<file path="src/svpc_pkg.sv">
// shared types, widths and constants for the svpwm min-max compare block
`timescale 1ns / 1ps
`default_nettype none

package svpc_pkg;

    // field widths
    localparam int unsigned VOLT_W  = 16;
    localparam int unsigned COUNT_W = 16;
    localparam int unsigned DC_W    = 16;

    // phase voltages in Q.23, sum of max and min, and the Q.24 offset-corrected phase
    localparam int unsigned P_W   = VOLT_W + 17;
    localparam int unsigned S_W   = P_W + 1;
    localparam int unsigned P2_W  = P_W + 2;

    // full bus span in Q.24 is dc * 2^16, half span dc * 2^15
    localparam int unsigned SPAN_SHIFT = 16;
    localparam int unsigned X_W        = DC_W + SPAN_SHIFT;
    localparam int unsigned NUM_W      = X_W + COUNT_W;

    // sqrt(3)/2 in Q1.15
    localparam logic signed [16:0] SQRT3_HALF_Q15 = 17'sd28378;

    // register reset values
    localparam logic [DC_W-1:0]    DC_BUS_RESET = DC_W'(6144);
    localparam logic [COUNT_W-1:0] PERIOD_RESET = COUNT_W'(5000);

    // register map, index is paddr[2]
    localparam int unsigned APB_ADDR_W = 3;
    localparam logic REG_DC_BUS = 1'b0;
    localparam logic REG_PERIOD = 1'b1;

    typedef logic signed [P2_W-1:0] t_p2;

    typedef struct packed {
        logic signed [VOLT_W-1:0] v_alpha;
        logic signed [VOLT_W-1:0] v_beta;
    } t_in_item;

    typedef struct packed {
        logic [COUNT_W-1:0] compare_a;
        logic [COUNT_W-1:0] compare_b;
        logic [COUNT_W-1:0] compare_c;
    } t_out_item;

endpackage

`default_nettype wire

</file>
<file path="src/svpc_out_buf.sv">
// output register with a skid entry, drives the pipeline advance
`timescale 1ns / 1ps
`default_nettype none

module svpc_out_buf
    import svpc_pkg::*;
(
    input  wire logic      i_clk,
    input  wire logic      i_rst_n,
    input  wire logic      i_valid,
    input  wire t_out_item i_data,
    output logic           o_adv,
    output logic           o_valid,
    output t_out_item      o_data,
    input  wire logic      i_ready
);

    logic      r_hv;
    logic      r_sv;
    t_out_item r_hd;
    t_out_item r_sd;

    // pipeline moves only while the skid entry is free
    assign o_adv = !r_sv;

    always_ff @(posedge i_clk) begin
        if (!i_rst_n) begin
            r_hv <= 1'b0;
            r_sv <= 1'b0;
        end else if (r_sv) begin
            if (i_ready) begin
                r_sv <= 1'b0;
            end
        end else if (!r_hv || i_ready) begin
            r_hv <= i_valid;
        end else if (i_valid) begin
            r_sv <= 1'b1;
        end
    end

    always_ff @(posedge i_clk) begin
        if (r_sv) begin
            if (i_ready) begin
                r_hd <= r_sd;
            end
        end else if (!r_hv || i_ready) begin
            r_hd <= i_data;
        end else begin
            r_sd <= i_data;
        end
    end

    assign o_valid = r_hv;
    assign o_data  = r_hd;

endmodule

`default_nettype wire

</file>
<file path="config.mk">
export PLATFORM = sky130hd
export DESIGN_NAME = svpc_out_buf
export DESIGN_NICKNAME = d
export VERILOG_FILES = /design/src/svpc_pkg.sv /design/src/svpc_out_buf.sv
export SDC_FILE = /design/constraint.sdc
export NUM_CORES = 1
export LEC_CHECK = 0
export CAP_MARGIN = 20
export CORE_MARGIN = 2
export CORE_UTILIZATION = 40
export CTS_CLUSTER_DIAMETER = 200
export DETAILED_ROUTE_END_ITERATION = 6
export DONT_BUFFER_PORTS = 1
export GPL_TIMING_DRIVEN = 1
export SLEW_MARGIN = 25
export SYNTH_ARGS = -nofsm -noshare
export SYNTH_HDL_FRONTEND = slang
export SYNTH_SLANG_ARGS = --single-unit
</file>
<file path="constraint.sdc">
create_clock -name i_clk -period 10.8 [get_ports i_clk]
set_clock_uncertainty 0.2 [all_clocks]
set_input_delay 2.16 -clock i_clk [delete_from_list [all_inputs] [get_ports i_clk]]
set_output_delay 2.16 -clock i_clk [all_outputs]
set_load 0.005 [all_outputs]
</file>
# == After elaboration in Yosys (flattened, before gate mapping) ==
# Cells that the tools add are included.
# totals
reg_bits,98
inputBits,52
word_cells,25
# op_classes
n_eq_ne,1
muxes,7
bitwise_logic,2
n_reduce_logical,7
# op_table
op,n
$mux 48,3
$reduce_and 2->1,3
$mux 1,4
$logic_not 1->1,2
$ne 2x2->1 const B,1
$not 1->1,2
$reduce_bool 2->1,1
$logic_or 1x1->1,1

# == Depth between registers and ports, before layout ==
# depth
word_depth,4
depth_mapped,4
ltp_nobuf,2

# == Least setup slack after synthesis ==
# No wires, ideal clock.
# synth_timing
path_kind,input to register
startpoint,input port i_ready
endpoint,register r_sd[0] (netlist bit) (enable)
arrival_ns,5.676
required_time_ns,10.077
slack_ns,4.401
stages,1
path_cell_list,nor3b_1
# synth_via
elab_chain_cells,3
# synth_rtl
item,line_no,text
"start, declared",svpc_out_buf.sv:15,input wire logic i_ready
$logic_or 1x1->1,svpc_out_buf.sv:46,end else if (!r_hv || i_ready) begin
$not 1->1 (no line),--,
$reduce_and 2->1 (no line),--,
"end signal, assigned",svpc_out_buf.sv:49,r_sd <= i_data;
"end, declared",svpc_out_buf.sv:21,t_out_item r_sd;
# No other way between the ends.
# A chain may end at the register's enable or synchronous reset.

# == Worst setup path after layout ==
# layout_timing
startpoint,register r_sv
endpoint,output port o_adv
# layout_via
elab_chain_cells,1
# layout_rtl
item,line_no,text
"start, declared",svpc_out_buf.sv:19,logic r_sv;
"start signal, assigned",svpc_out_buf.sv:29,r_sv <= 1'b0;
"start signal, assigned",svpc_out_buf.sv:32,r_sv <= 1'b0;
"start signal, assigned",svpc_out_buf.sv:37,r_sv <= 1'b1;
$logic_not 1->1,svpc_out_buf.sv:24,assign o_adv = !r_sv;
"end, declared",svpc_out_buf.sv:12,"output logic o_adv,"
# No other way between the ends.

==> results.toml <==
[critical_path]
cp.required_ps = 8440
crit_path_start_kind = "flip-flop"
crit_arrival_ps = 1450
largest_delay_contributor_family_on_the_critical_path = "flip-flops"
worstSetupEndpointType = "primary output"
critPathMaxFanout = 54
critical_path.max_stage_delay_ps = 970
crit_slowest_cell = "sky130_fd_sc_hd__dfxtp_4"
timing.setup.critical_path_class = "flip-flop to primary output"
cp_cell_sequence = "inv_1"
critical_path_buf_inv_count = 1

[timing]
achievable-frequency_ghz = 0.263
report.final.slew_viol_count = 0
tightest_slew_ps = 946
final_sum_of_negative_setup_slack_ps = 0
slew-limit-headroom_pct = 36.9
timing_hold_violations_final = 0
setup_violations = 0
period_share_pct = 35.3
finalCriticalPeriod_ps = 3810
setup_repair_after_global_routing_missed_its_margin = "no"

[finish]
nNetsFinal = 221
seqCellArea_um2 = 2930
flow.area_growth_from_synthesis_pct = 7.51
drive_gt1_share_pct = 39.7
footprint_of_the_multi_input_gates_um2 = 778
finish.cell_count_without_fillers = 303
number_of_antenna_cells_inserted = 0
fill_cells = 801

[die]
area_inside_the_core_boundary_um2 = 9240
dieWidth_um = 101
initial_utilization_pct = 41.1
die-area_um2 = 10300
core.rowCount = 35
boundaryPins = 102
die_h_um = 101

[synth]
ys_top_cells_by_area = "sky130_fd_sc_hd__edfxtp_1 (76%), sky130_fd_sc_hd__mux2_4 (18%), sky130_fd_sc_hd__buf_12 (2.6%)"
synth_cells = 161
synth_top_cell_area_share_pct = 75.9
yosys.area.top_type = "sky130_fd_sc_hd__edfxtp_1"
synth_cell_type_count = 14
avgSynthCellArea_um2 = 23.6
ys_async_rst_share_pct = 0
warnings_from_yosys = 0
synth_seq_cells = 98
synthTopCellsByCount = "sky130_fd_sc_hd__edfxtp_1 (96), sky130_fd_sc_hd__mux2_4 (45), sky130_fd_sc_hd__buf_12 (5)"
synth.net_count = 213
synth_ff_type = "sky130_fd_sc_hd__edfxtp_1"
synth_sequential_area_ratio_pct = 76.9
post_synth_instance_area_um2 = 3800
most_instantiated_library_cell_after_synthesis = "sky130_fd_sc_hd__edfxtp_1"
synth_edf_count = 96

[clocking]
cts_hold_buffers = 0
cts_resized = 0
cts.reportedPaths.clkPinSlew_ps = 90
post-cts-setup-buffers = 0
cts_num_sinks = 98
clock-root-buffer = "sky130_fd_sc_hd__clkbuf_8"
numCtsBuffers = 9
clk-insertion-delay-late_ps = 340
buffers_from_clock_root_to_sink_at_most = 2
h-tree-depth = 3
tritoncts = "built"

[pwr]
powerDensity_nw_per_um2 = 175
total_power_mw = 0.716
leakage_nw = 1.40
vdd_ir_drop_max_uv = 70.3

[outcome]
outcome = "finished clean"

[grt]
global_route_wire_length_before_repair_mm = 7.91
grt-ovfl-total = 0
first_global_vias = 1446
maximum_number_of_pins_on_one_net_before_global_route_repair = 55
antenna_violations_before_repair = 0
globalRouteTotalUtil_pct = 10.5

[detailed_routing]
drc = 0
drt-vias-per-instance = 4.54
avgRoutedWirePerCell_um = 17.4
drt-pass1-iter-count = 4
ant_nets = 0
drt-total-wl_mm = 5.26
detail_route.iter0.violations = 49
vias = 1376

[place]
placement.io_buffers = 0
gp_congestion = 0.694
placedCellCount = 287

[flow_run]
max_cap_violations = 0

[worst_hold_path]
min-delay-path-class = "flip-flop to flip-flop"
## power by group
part	internal (mW)	leakage (nW)	switching [mW]	total [mW]
registers	0.446	0.955	0.0140	0.460
clock network	0.107	0.0866	0.118	0.225
logic	0.0186	0.355	0.0113	0.0299
## placed cells by master (no fill, tap or decap)
| cell type | Yosys | final |
|---|---|---|
| sky130_fd_sc_hd__edfxtp_1 | 96 | 96 |
| sky130_fd_sc_hd__mux2_4 | 45 | 45 |
| sky130_fd_sc_hd__clkbuf_8 | 0 | 9 |
| sky130_fd_sc_hd__mux2_2 | 3 | 3 |
| sky130_fd_sc_hd__clkinvlp_4 | 0 | 3 |
| sky130_fd_sc_hd__buf_4 | 0 | 3 |
| sky130_fd_sc_hd__inv_1 | 1 | 1 |
| sky130_fd_sc_hd__o21bai_4 | 0 | 1 |
| sky130_fd_sc_hd__nor3b_2 | 0 | 1 |
| sky130_fd_sc_hd__and2b_2 | 1 | 1 |
| sky130_fd_sc_hd__nand2_1 | 1 | 1 |
| sky130_fd_sc_hd__nand3b_1 | 1 | 1 |
| sky130_fd_sc_hd__o21ai_1 | 1 | 1 |
| sky130_fd_sc_hd__a21oi_1 | 1 | 1 |
| sky130_fd_sc_hd__nor3b_1 | 2 | 1 |
| sky130_fd_sc_hd__inv_6 | 0 | 1 |
| sky130_fd_sc_hd__bufinv_16 | 0 | 1 |
| sky130_fd_sc_hd__clkbuf_1 | 0 | 1 |
| sky130_fd_sc_hd__clkinv_1 | 0 | 1 |
| sky130_fd_sc_hd__dfxtp_1 | 2 | 1 |
| sky130_fd_sc_hd__dfxtp_4 | 0 | 1 |
## cell families after synthesis
logic type	count (synthesis)	synth area share, %
buffers and inverters	7	3.03
and+or+nand+nor	5	0.922
muxes	48	18.7
AOI/OAI and AO/OA	3	0.461
DFF	98	76.9
## final cells by class
| class | count | area share [%] |
|---|---|---|
| clock inverters | 6 | 1.59 |
| inverters | 1 | 0.0919 |
| repair buffers | 3 | 0.551 |
| multi-input cells | 56 | 19.1 |
| well taps | 129 | 3.95 |
| clock buffers | 10 | 3.12 |
| flip-flops and latches | 98 | 71.6 |
## worst paths after layout
kind | start | cells past startpoint | end | slack [ps]
worst min register to register | r_sd[20]$_DFFE_PP_ | 1 | o_data[20]$_DFFE_PP_ | 350
worst max-delay path | r_sv$_SDFF_PN0_ | 1 | o_adv | 6990
worst max register to register | r_sv$_SDFF_PN0_ | 2 | o_data[17]$_DFFE_PP_ | 8840
worst min-delay path | r_sd[20]$_DFFE_PP_ | 1 | o_data[20]$_DFFE_PP_ | 350
## per-stage QoR
| step | setup WS (ps) | hold slack, ps | util [%] | area [µm²] |
|---|---|---|---|---|
| 6_report | 6990 | 349 | 44.2 | 4090 |
| 5_1_grt | 6860 | 354 | 44.2 | 4090 |
| 4_1_cts | 6920 | 349 | 44.2 | 4090 |
| 3_5_place_dp | 7330 | 331 | 42.1 | 3890 |
| 3_3_place_gp | 7350 | 331 | 42.1 | 3890 |
| 2_1_floorplan | 4400 | 277 | - | 3800 |
## layer usage
layer  global-route usage [%]  routed length, µm  vias up  part of all wire, %
met5                        0                  0        -                    0
met4                     4.37                 70        0                  1.3
met3                     5.45                429        4                  8.2
met2                     17.0               2590       65                   49
met1                     11.6               2180      660                   41
li1                         -                  -      647                    -
## registers in the layout (all words and copies together) (netlist names)
signal,count
o_valid,1
r_sv,1
o_data,48
r_sd,48
Power figures use the tool's default switching activity.
