File: src/svpc_pkg.sv
// shared types, widths and constants for the svpwm min-max compare block
`timescale 1ns / 1ps
`default_nettype none

package svpc_pkg;

    // field widths
    localparam int unsigned VOLT_W  = 16;
    localparam int unsigned COUNT_W = 16;
    localparam int unsigned DC_W    = 16;

    // phase voltages in Q.23, sum of max and min, and the Q.24 offset-corrected phase
    localparam int unsigned P_W   = VOLT_W + 17;
    localparam int unsigned S_W   = P_W + 1;
    localparam int unsigned P2_W  = P_W + 2;

    // full bus span in Q.24 is dc * 2^16, half span dc * 2^15
    localparam int unsigned SPAN_SHIFT = 16;
    localparam int unsigned X_W        = DC_W + SPAN_SHIFT;
    localparam int unsigned NUM_W      = X_W + COUNT_W;

    // sqrt(3)/2 in Q1.15
    localparam logic signed [16:0] SQRT3_HALF_Q15 = 17'sd28378;

    // register reset values
    localparam logic [DC_W-1:0]    DC_BUS_RESET = DC_W'(6144);
    localparam logic [COUNT_W-1:0] PERIOD_RESET = COUNT_W'(5000);

    // register map, index is paddr[2]
    localparam int unsigned APB_ADDR_W = 3;
    localparam logic REG_DC_BUS = 1'b0;
    localparam logic REG_PERIOD = 1'b1;

    typedef logic signed [P2_W-1:0] t_p2;

    typedef struct packed {
        logic signed [VOLT_W-1:0] v_alpha;
        logic signed [VOLT_W-1:0] v_beta;
    } t_in_item;

    typedef struct packed {
        logic [COUNT_W-1:0] compare_a;
        logic [COUNT_W-1:0] compare_b;
        logic [COUNT_W-1:0] compare_c;
    } t_out_item;

endpackage

`default_nettype wire

File: src/svpc_phase.sv
// inverse clarke and min-max zero-sequence injection, five register stages
`timescale 1ns / 1ps
`default_nettype none

module svpc_phase
    import svpc_pkg::*;
(
    input  wire logic     i_clk,
    input  wire logic     i_rst_n,
    input  wire logic     i_adv,
    input  wire logic     i_valid,
    input  wire t_in_item i_data,
    output logic          o_valid,
    output t_p2           o_p2 [3]
);

    logic                r_v [5];

    logic signed [P_W-1:0] r1_a;
    logic signed [P_W-1:0] r1_nh;
    logic signed [P_W-1:0] r1_bk;
    logic signed [P_W-1:0] n1_a;
    logic signed [P_W-1:0] n1_nh;
    logic signed [P_W-1:0] n1_bk;

    logic signed [P_W-1:0] r2_ph [3];
    logic signed [P_W-1:0] r3_ph [3];
    logic signed [P_W-1:0] r3_hi;
    logic signed [P_W-1:0] r3_lo;
    logic signed [P_W-1:0] n3_hi;
    logic signed [P_W-1:0] n3_lo;
    logic signed [P_W-1:0] r4_ph [3];
    logic signed [S_W-1:0] r4_s;
    t_p2                   r5_p2 [3];

    always_ff @(posedge i_clk) begin
        if (!i_rst_n) begin
            for (int k = 0; k < 5; k++) begin
                r_v[k] <= 1'b0;
            end
        end else if (i_adv) begin
            r_v[0] <= i_valid;
            for (int k = 1; k < 5; k++) begin
                r_v[k] <= r_v[k-1];
            end
        end
    end

    // stage 1: scaled alpha terms and the beta product
    always_comb begin
        n1_a  = P_W'(i_data.v_alpha) <<< 15;
        n1_nh = -(P_W'(i_data.v_alpha) <<< 14);
        n1_bk = P_W'(i_data.v_beta) * P_W'(SQRT3_HALF_Q15);
    end

    // stage 3 compare network
    always_comb begin
        n3_hi = r2_ph[0];
        n3_lo = r2_ph[0];
        for (int k = 1; k < 3; k++) begin
            if (r2_ph[k] > n3_hi) begin
                n3_hi = r2_ph[k];
            end
            if (r2_ph[k] < n3_lo) begin
                n3_lo = r2_ph[k];
            end
        end
    end

    always_ff @(posedge i_clk) begin
        if (i_adv) begin
            r1_a  <= n1_a;
            r1_nh <= n1_nh;
            r1_bk <= n1_bk;

            r2_ph[0] <= r1_a;
            r2_ph[1] <= r1_nh + r1_bk;
            r2_ph[2] <= r1_nh - r1_bk;

            r3_ph <= r2_ph;
            r3_hi <= n3_hi;
            r3_lo <= n3_lo;

            r4_ph <= r3_ph;
            r4_s  <= S_W'(r3_hi) + S_W'(r3_lo);

            // twice the phase minus (max + min)
            for (int k = 0; k < 3; k++) begin
                r5_p2[k] <= (P2_W'(r4_ph[k]) <<< 1) - P2_W'(r4_s);
            end
        end
    end

    assign o_valid = r_v[4];
    assign o_p2    = r5_p2;

endmodule

`default_nettype wire

File: config.mk
export PLATFORM = sky130hd
export DESIGN_NAME = svpc_phase
export DESIGN_NICKNAME = d
export VERILOG_FILES = /design/src/svpc_pkg.sv /design/src/svpc_phase.sv
export SDC_FILE = /design/constraint.sdc
export NUM_CORES = 1
export LEC_CHECK = 0
export ABC_AREA = 1
export BUFFER_PORTS_ARGS = -buffer_cell sky130_fd_sc_hd__buf_2
export CAP_MARGIN = 0
export CELL_PAD_IN_SITES_DETAIL_PLACEMENT = 1
export CELL_PAD_IN_SITES_GLOBAL_PLACEMENT = 1
export CORE_MARGIN = 8
export CORE_UTILIZATION = 54
export CTS_BUF_LIST = sky130_fd_sc_hd__clkbuf_8 sky130_fd_sc_hd__clkbuf_16
export CTS_CLUSTER_SIZE = 8
export DETAILED_ROUTE_END_ITERATION = 10
export GPL_TIMING_DRIVEN = 1
export PLACE_DENSITY = 0.91
export SLEW_MARGIN = 10
export SYNTH_ARGS = -nofsm -noshare
export SYNTH_HDL_FRONTEND = slang
export SYNTH_SLANG_ARGS = --single-unit
File: constraint.sdc
create_clock -name i_clk -period 8.9 [get_ports i_clk]
set_input_delay 1.78 -clock i_clk [delete_from_list [all_inputs] [get_ports i_clk]]
set_output_delay 1.78 -clock i_clk [all_outputs]
set_load 0.1 [all_outputs]
# --- Yosys cells after proc, flatten, opt, wreduce, memory -nomap -nowiden ---
# Memories as Yosys holds them, arrays and structs flattened.
# Cells that the tools add are included.
classes:
  add_sub_neg: 7
  mul: 1
  n_div: 0
  order_cmp: 4
  n_eq_ne: 0
  shift: 0
  mux: 13
  bitwise_logic: 5
  reduce_logical: 0
op_table:
  columns: ["op", "count"]
  rows:
  - ["two-way mux 33 bit", 4]
  - ["subtractor 34 x 34 -> 35 bit", 2]
  - ["subtractor 32 x 34 -> 35 bit", 1]
  - ["adder 33 x 33 -> 34 bit", 1]
  - ["adder 33 bit", 1]
  - ["> comparator 33 x 31 -> 1 bit", 1]
  - ["> comparator 33 bit", 1]
  - ["< comparator 33 x 31 -> 1 bit", 1]
  - ["< comparator 33 bit", 1]
  - ["negator 30 -> 33 bit", 1]
  - ["subtractor 33 bit", 1]
  - ["multiplier 16 x 15 -> 31 bit, second input constant", 1]
  - ["two-way mux 1 bit", 9]
  - ["bitwise OR 1 bit", 5]
word_totals:
  regBits: 532
  latchBits: 0
  mem_bits_rw: 5
  mem_bits_ro: 0
  input_bits: 36
  elab_cells: 49
  mem_count: 1
memory_table:
  columns: ["name", "words", "width", "rd", "rd_ports_with_merged_regs", "wr", "line_no", "source"]
  rows:
  - ["r_v", 5, 1, 5, 0, 5, "svpc_phase.sv:17", "logic r_v [5];"]

# --- Longest topological paths before layout ---
logic_depth:
  depth_word: 4
  mapped_depth: 38
  ltp_nobuf: 35

# --- Worst setup path after synthesis ---
# OpenSTA, ideal clock, no wires.
synth_path:
  kind: "in2reg"
  start: "input i_data[7] (netlist bit)"
  end: "register r1_bk[29] (data pin)"
  setup_ns: 0.262
  arrival_ns: 6.306
  t_required_ns: 8.638
  path_slack_ns: 2.331
  path_stages: 20
  path_cell_list: "ha_1 -> inv_1 -> fa_1 -> inv_1 -> fa_1 -> fa_1 -> fa_1 -> inv_1 -> fa_1 -> inv_1 -> ha_1 -> a21oi_1 -> o21a_1 -> nand2_1 -> a21oi_1 -> nor2_1 -> nor2_1 -> o21bai_1 -> a21oi_1 -> xor2_1"
synth_via:
  elab_chain_len: 1
synth_lines:
  columns: ["element", "line_no", "source"]
  rows:
  - ["start: declaration", "svpc_phase.sv:12", "input wire t_in_item i_data,"]
  - ["multiplier 16 x 15 -> 31 bit", "svpc_phase.sv:53", "n1_bk = P_W'(i_data.v_beta) * P_W'(SQRT3_HALF_Q15);"]
  - ["named net n1_bk[29]", "svpc_phase.sv:24", "logic signed [P_W-1:0] n1_bk;"]
  - ["end signal: assignment", "svpc_phase.sv:74", "r1_bk <= n1_bk;"]
  - ["end: declaration", "svpc_phase.sv:21", "logic signed [P_W-1:0] r1_bk;"]
# The timed path passes the listed nets, and every way through them passes these cells.
# A chain may end at the register's enable or synchronous reset.

# --- Worst setup path in the final report ---
layout_path:
  start: "input i_data[15] (netlist bit)"
  end: "register r1_bk[29] (data pin)"
# Same word-level chain as after synthesis.

==> qor.csv <==
metric,value,unit
outcome,completed,
setup-violations-final,0,
hold_viol_final,0,
cts.clk_slew.worst_paths,0.06,ns
fin_crit_sh,0.7561,
ys_top_cells_by_area,"edfxtp_1 46%, ha_1 13%, fa_1 7.5%",
yosys_warnings,0,
portBuffers,138,
clock_skew,0.03186,ns
cts_resized,0,
antenna_found_initial,0,
fmax,0.1486,GHz
io_pins,142,
maxCapViolations,0,
startpoint_type,input port,
antenna_left,0,
synth_top_area_share,0.4569,
post_cts_buffers,0,
path_delay_family,adder cells,
grt_pass1_vias,27319,
cp_data_required_time,9.24,ns
rsz0062_at_grt,false,
cts_hold_buf,0,
ys_seq_elements,503,
htree_levels,3,
rr_startpoint,r2_ph[90],
route.detailed.drc,0,
path_buf_inv,5,
seq_area,15100,sq um
cp_cell_sequence,buf_2 -> ha_1 -> inv_1 -> fa_1 -> inv_1 -> fa_1 -> fa_1 -> inv_1 -> fa_1 -> fa_1 -> inv_1 -> ha_1 -> a21oi_1 -> o21a_1 -> nand2_1 -> a21oi_1 -> nor2_1 -> nor2_1 -> o21bai_1 -> a21oi_1 -> xor2_1,
crit_path_frequent_cell,fa_1,
place_congestion,0.9318,
overflow,0,
hp-class,reg2reg,
grt_start_max_net_pins,158,
syn_area,33060,sq um
dp_hpwl,76350,microns
synth_top_area_cell,edfxtp_1,
min_period,6.729,ns
worstReg2RegEnd,r3_hi[22],
critPathKind,in2reg,
syn_area_per_cell,10.21,sq um
worst_pin_slew,1.021,ns
routed_wl,96030,microns
multi_input_area,15560,sq um
slew_headroom,0.3192,
end_kind,flip-flop,
core_area,60470,sq um
r2r_cells,26,
firstDrtPassIters,5,
critPathMaxStageDelay,0.51,ns
yosysUniqueCellTypes,54,
root_buffer,clkbuf_16,
seq_area_frac_synth,0.4569,
gr-usage-all-layers,0.2722,
cts_buffers,73,
finalMaxSlewViolations,0,
area_growth,10.43,%
antenna_cells,0,
synth_common_cells,"568 x inv_1, 503 x edfxtp_1, 468 x nand2_1, 335 x ha_1, 234 x a21oi_1",
n_fill_cell,6552,
netlist_instances,3238,
drive_gt1_frac,0.08470,
crit_path_max_fanout,20,
dieHeight,263.4,microns
cts_sinks,503,
r2r_slack,2.37,ns
fp-row-count,90,
drt-vias-per-instance,5.778,
cpMaxStageDelayCell,fa_1,
cts_tree,done,
nets,3912,
timing.setup.tns,0,ns
whs_endpoint,r2_ph[85],
die_w,263.4,microns
crit_arrival,7.07,ns
ys_async_sr_fraction,0,
synth_edf_count,503,
grt_pass1_wl,148900,microns
worstHoldStart,r1_a[19],
clock_path_buffers,3,
wl_per_cell,22.83,microns
start_util,0.5467,
drt-initial-drc-count,1661,
yosysMostFrequentCell,inv_1,
vias,24301,
min_path_cells,0,
clock_latency,0.62,ns
ys.flop_type,edfxtp_1,
dieArea,69400,sq um
==> worst max-delay path by stage <==
| stage | from | end | slack (ns) | depth (start not counted) |
|---|---|---|---|---|
| 6_report | i_data[15] | r1_bk[29] | 2.17 | 21 |
| 2_1_floorplan | i_data[7] | r1_bk[29] | 2.33 | 20 |
| 3_5_place_dp | i_data[15] | r1_bk[29] | 1.56 | 21 |
| 4_1_cts | i_data[15] | r1_bk[29] | 2.17 | 21 |
| 5_1_grt | i_data[15] | r1_bk[29] | 1.91 | 21 |
| 3_3_place_gp | i_data[15] | r1_bk[29] | 1.75 | 21 |
==> cell usage in the layout, fill, tap and decap left out, types with 5 or more instances in the layout <==
cell	count
o21bai_1	8
buf_4	8
a221oi_1	5
o21ai_0	140
buf_2	137
nor3_1	32
nand2_1	468
a31oi_1	24
o211ai_1	10
clkbuf_16	76
fa_1	124
inv_1	570
nor4_1	19
nand3_1	115
edfxtp_1	503
a211oi_1	7
o31ai_1	10
nand4_1	33
xnor2_1	55
o21a_1	18
xor2_1	160
o21ai_2	34
nor2_1	203
a21oi_1	234
a21o_1	12
ha_1	335
o21ai_1	18
a21boi_0	10
==> kinds of logic after synthesis <==
group           synth area share
compound gates           0.09742
buf+inv                  0.07274
other cells            0.0001134
simple gates              0.1140
flops                     0.4569
xor+xnor                 0.05696
fa+ha+maj                 0.2019
==> metrics by stage <==
stage               utilization  worst slack (ns)  hold slack (ns)  instances  area [sq um]
floorplan                     -             2.331           0.4003       3240         33070
global placement         0.5716             1.752           0.4013       4124         34560
detailed placement       0.5716             1.564           0.4061       4124         34560
CTS                      0.6037             2.173           0.3980       4206         36510
global route             0.6037             1.909           0.4155       4206         36510
finish                   0.6037             2.171           0.3977       4206         36510
==> flip-flops by register name, indices dropped and copies added, names as in the netlist <==
name   count
r1_bk     31
r3_hi     32
r3_ph     79
r_v        5
r4_ph     79
o_p2      99
r4_s      33
r2_ph     79
r3_lo     32
r1_a      15
r1_nh     19
==> routing by layer <==
layer  vias up  wire length (microns)  GRT usage
met5         -                      0          0
met4         0                   5600     0.1516
met3       274                   4315    0.03887
met2       764                  49480     0.5016
met1     11999                  36630     0.2982
li1      11264                      -          -
==> worst reg2reg max path, cell delays in order (launching register included) <==
cell and delay, ns:
edfxtp_1 0.51, inv_1 0.10, ha_1 0.33, nand2_1 0.06
inv_1 0.07, nand2_1 0.13, nor2_2 0.16, nand2_1 0.10
nand3_1 0.10, nand2_1 0.15, nand3_2 0.15, nand2_1 0.08
nand2_2 0.05, buf_4 0.42, nand2_2 0.63, nand2_1 0.27
o21ai_0 0.19, ha_1 0.57, nand2_1 0.11, nor3_1 0.57
nand4_1 0.19, nor4_1 0.24, nand2_1 0.11, nand3_2 0.14
nand2_4 0.43, nand2_1 0.31, o21ai_2 0.07
==> area by class of cell <==
type,count,area share
clock buffer,76,0.05209
timing repair buffer,147,0.02139
sequential,503,0.4137
clock inverter,6,0.001200
tap,782,0.02680
multi-input combinational,2122,0.4262
inverter,570,0.05861
Power is left out: the tool's default activity adds up to more than one toggle a clock period on the data nets, which glitch-free logic cannot reach.
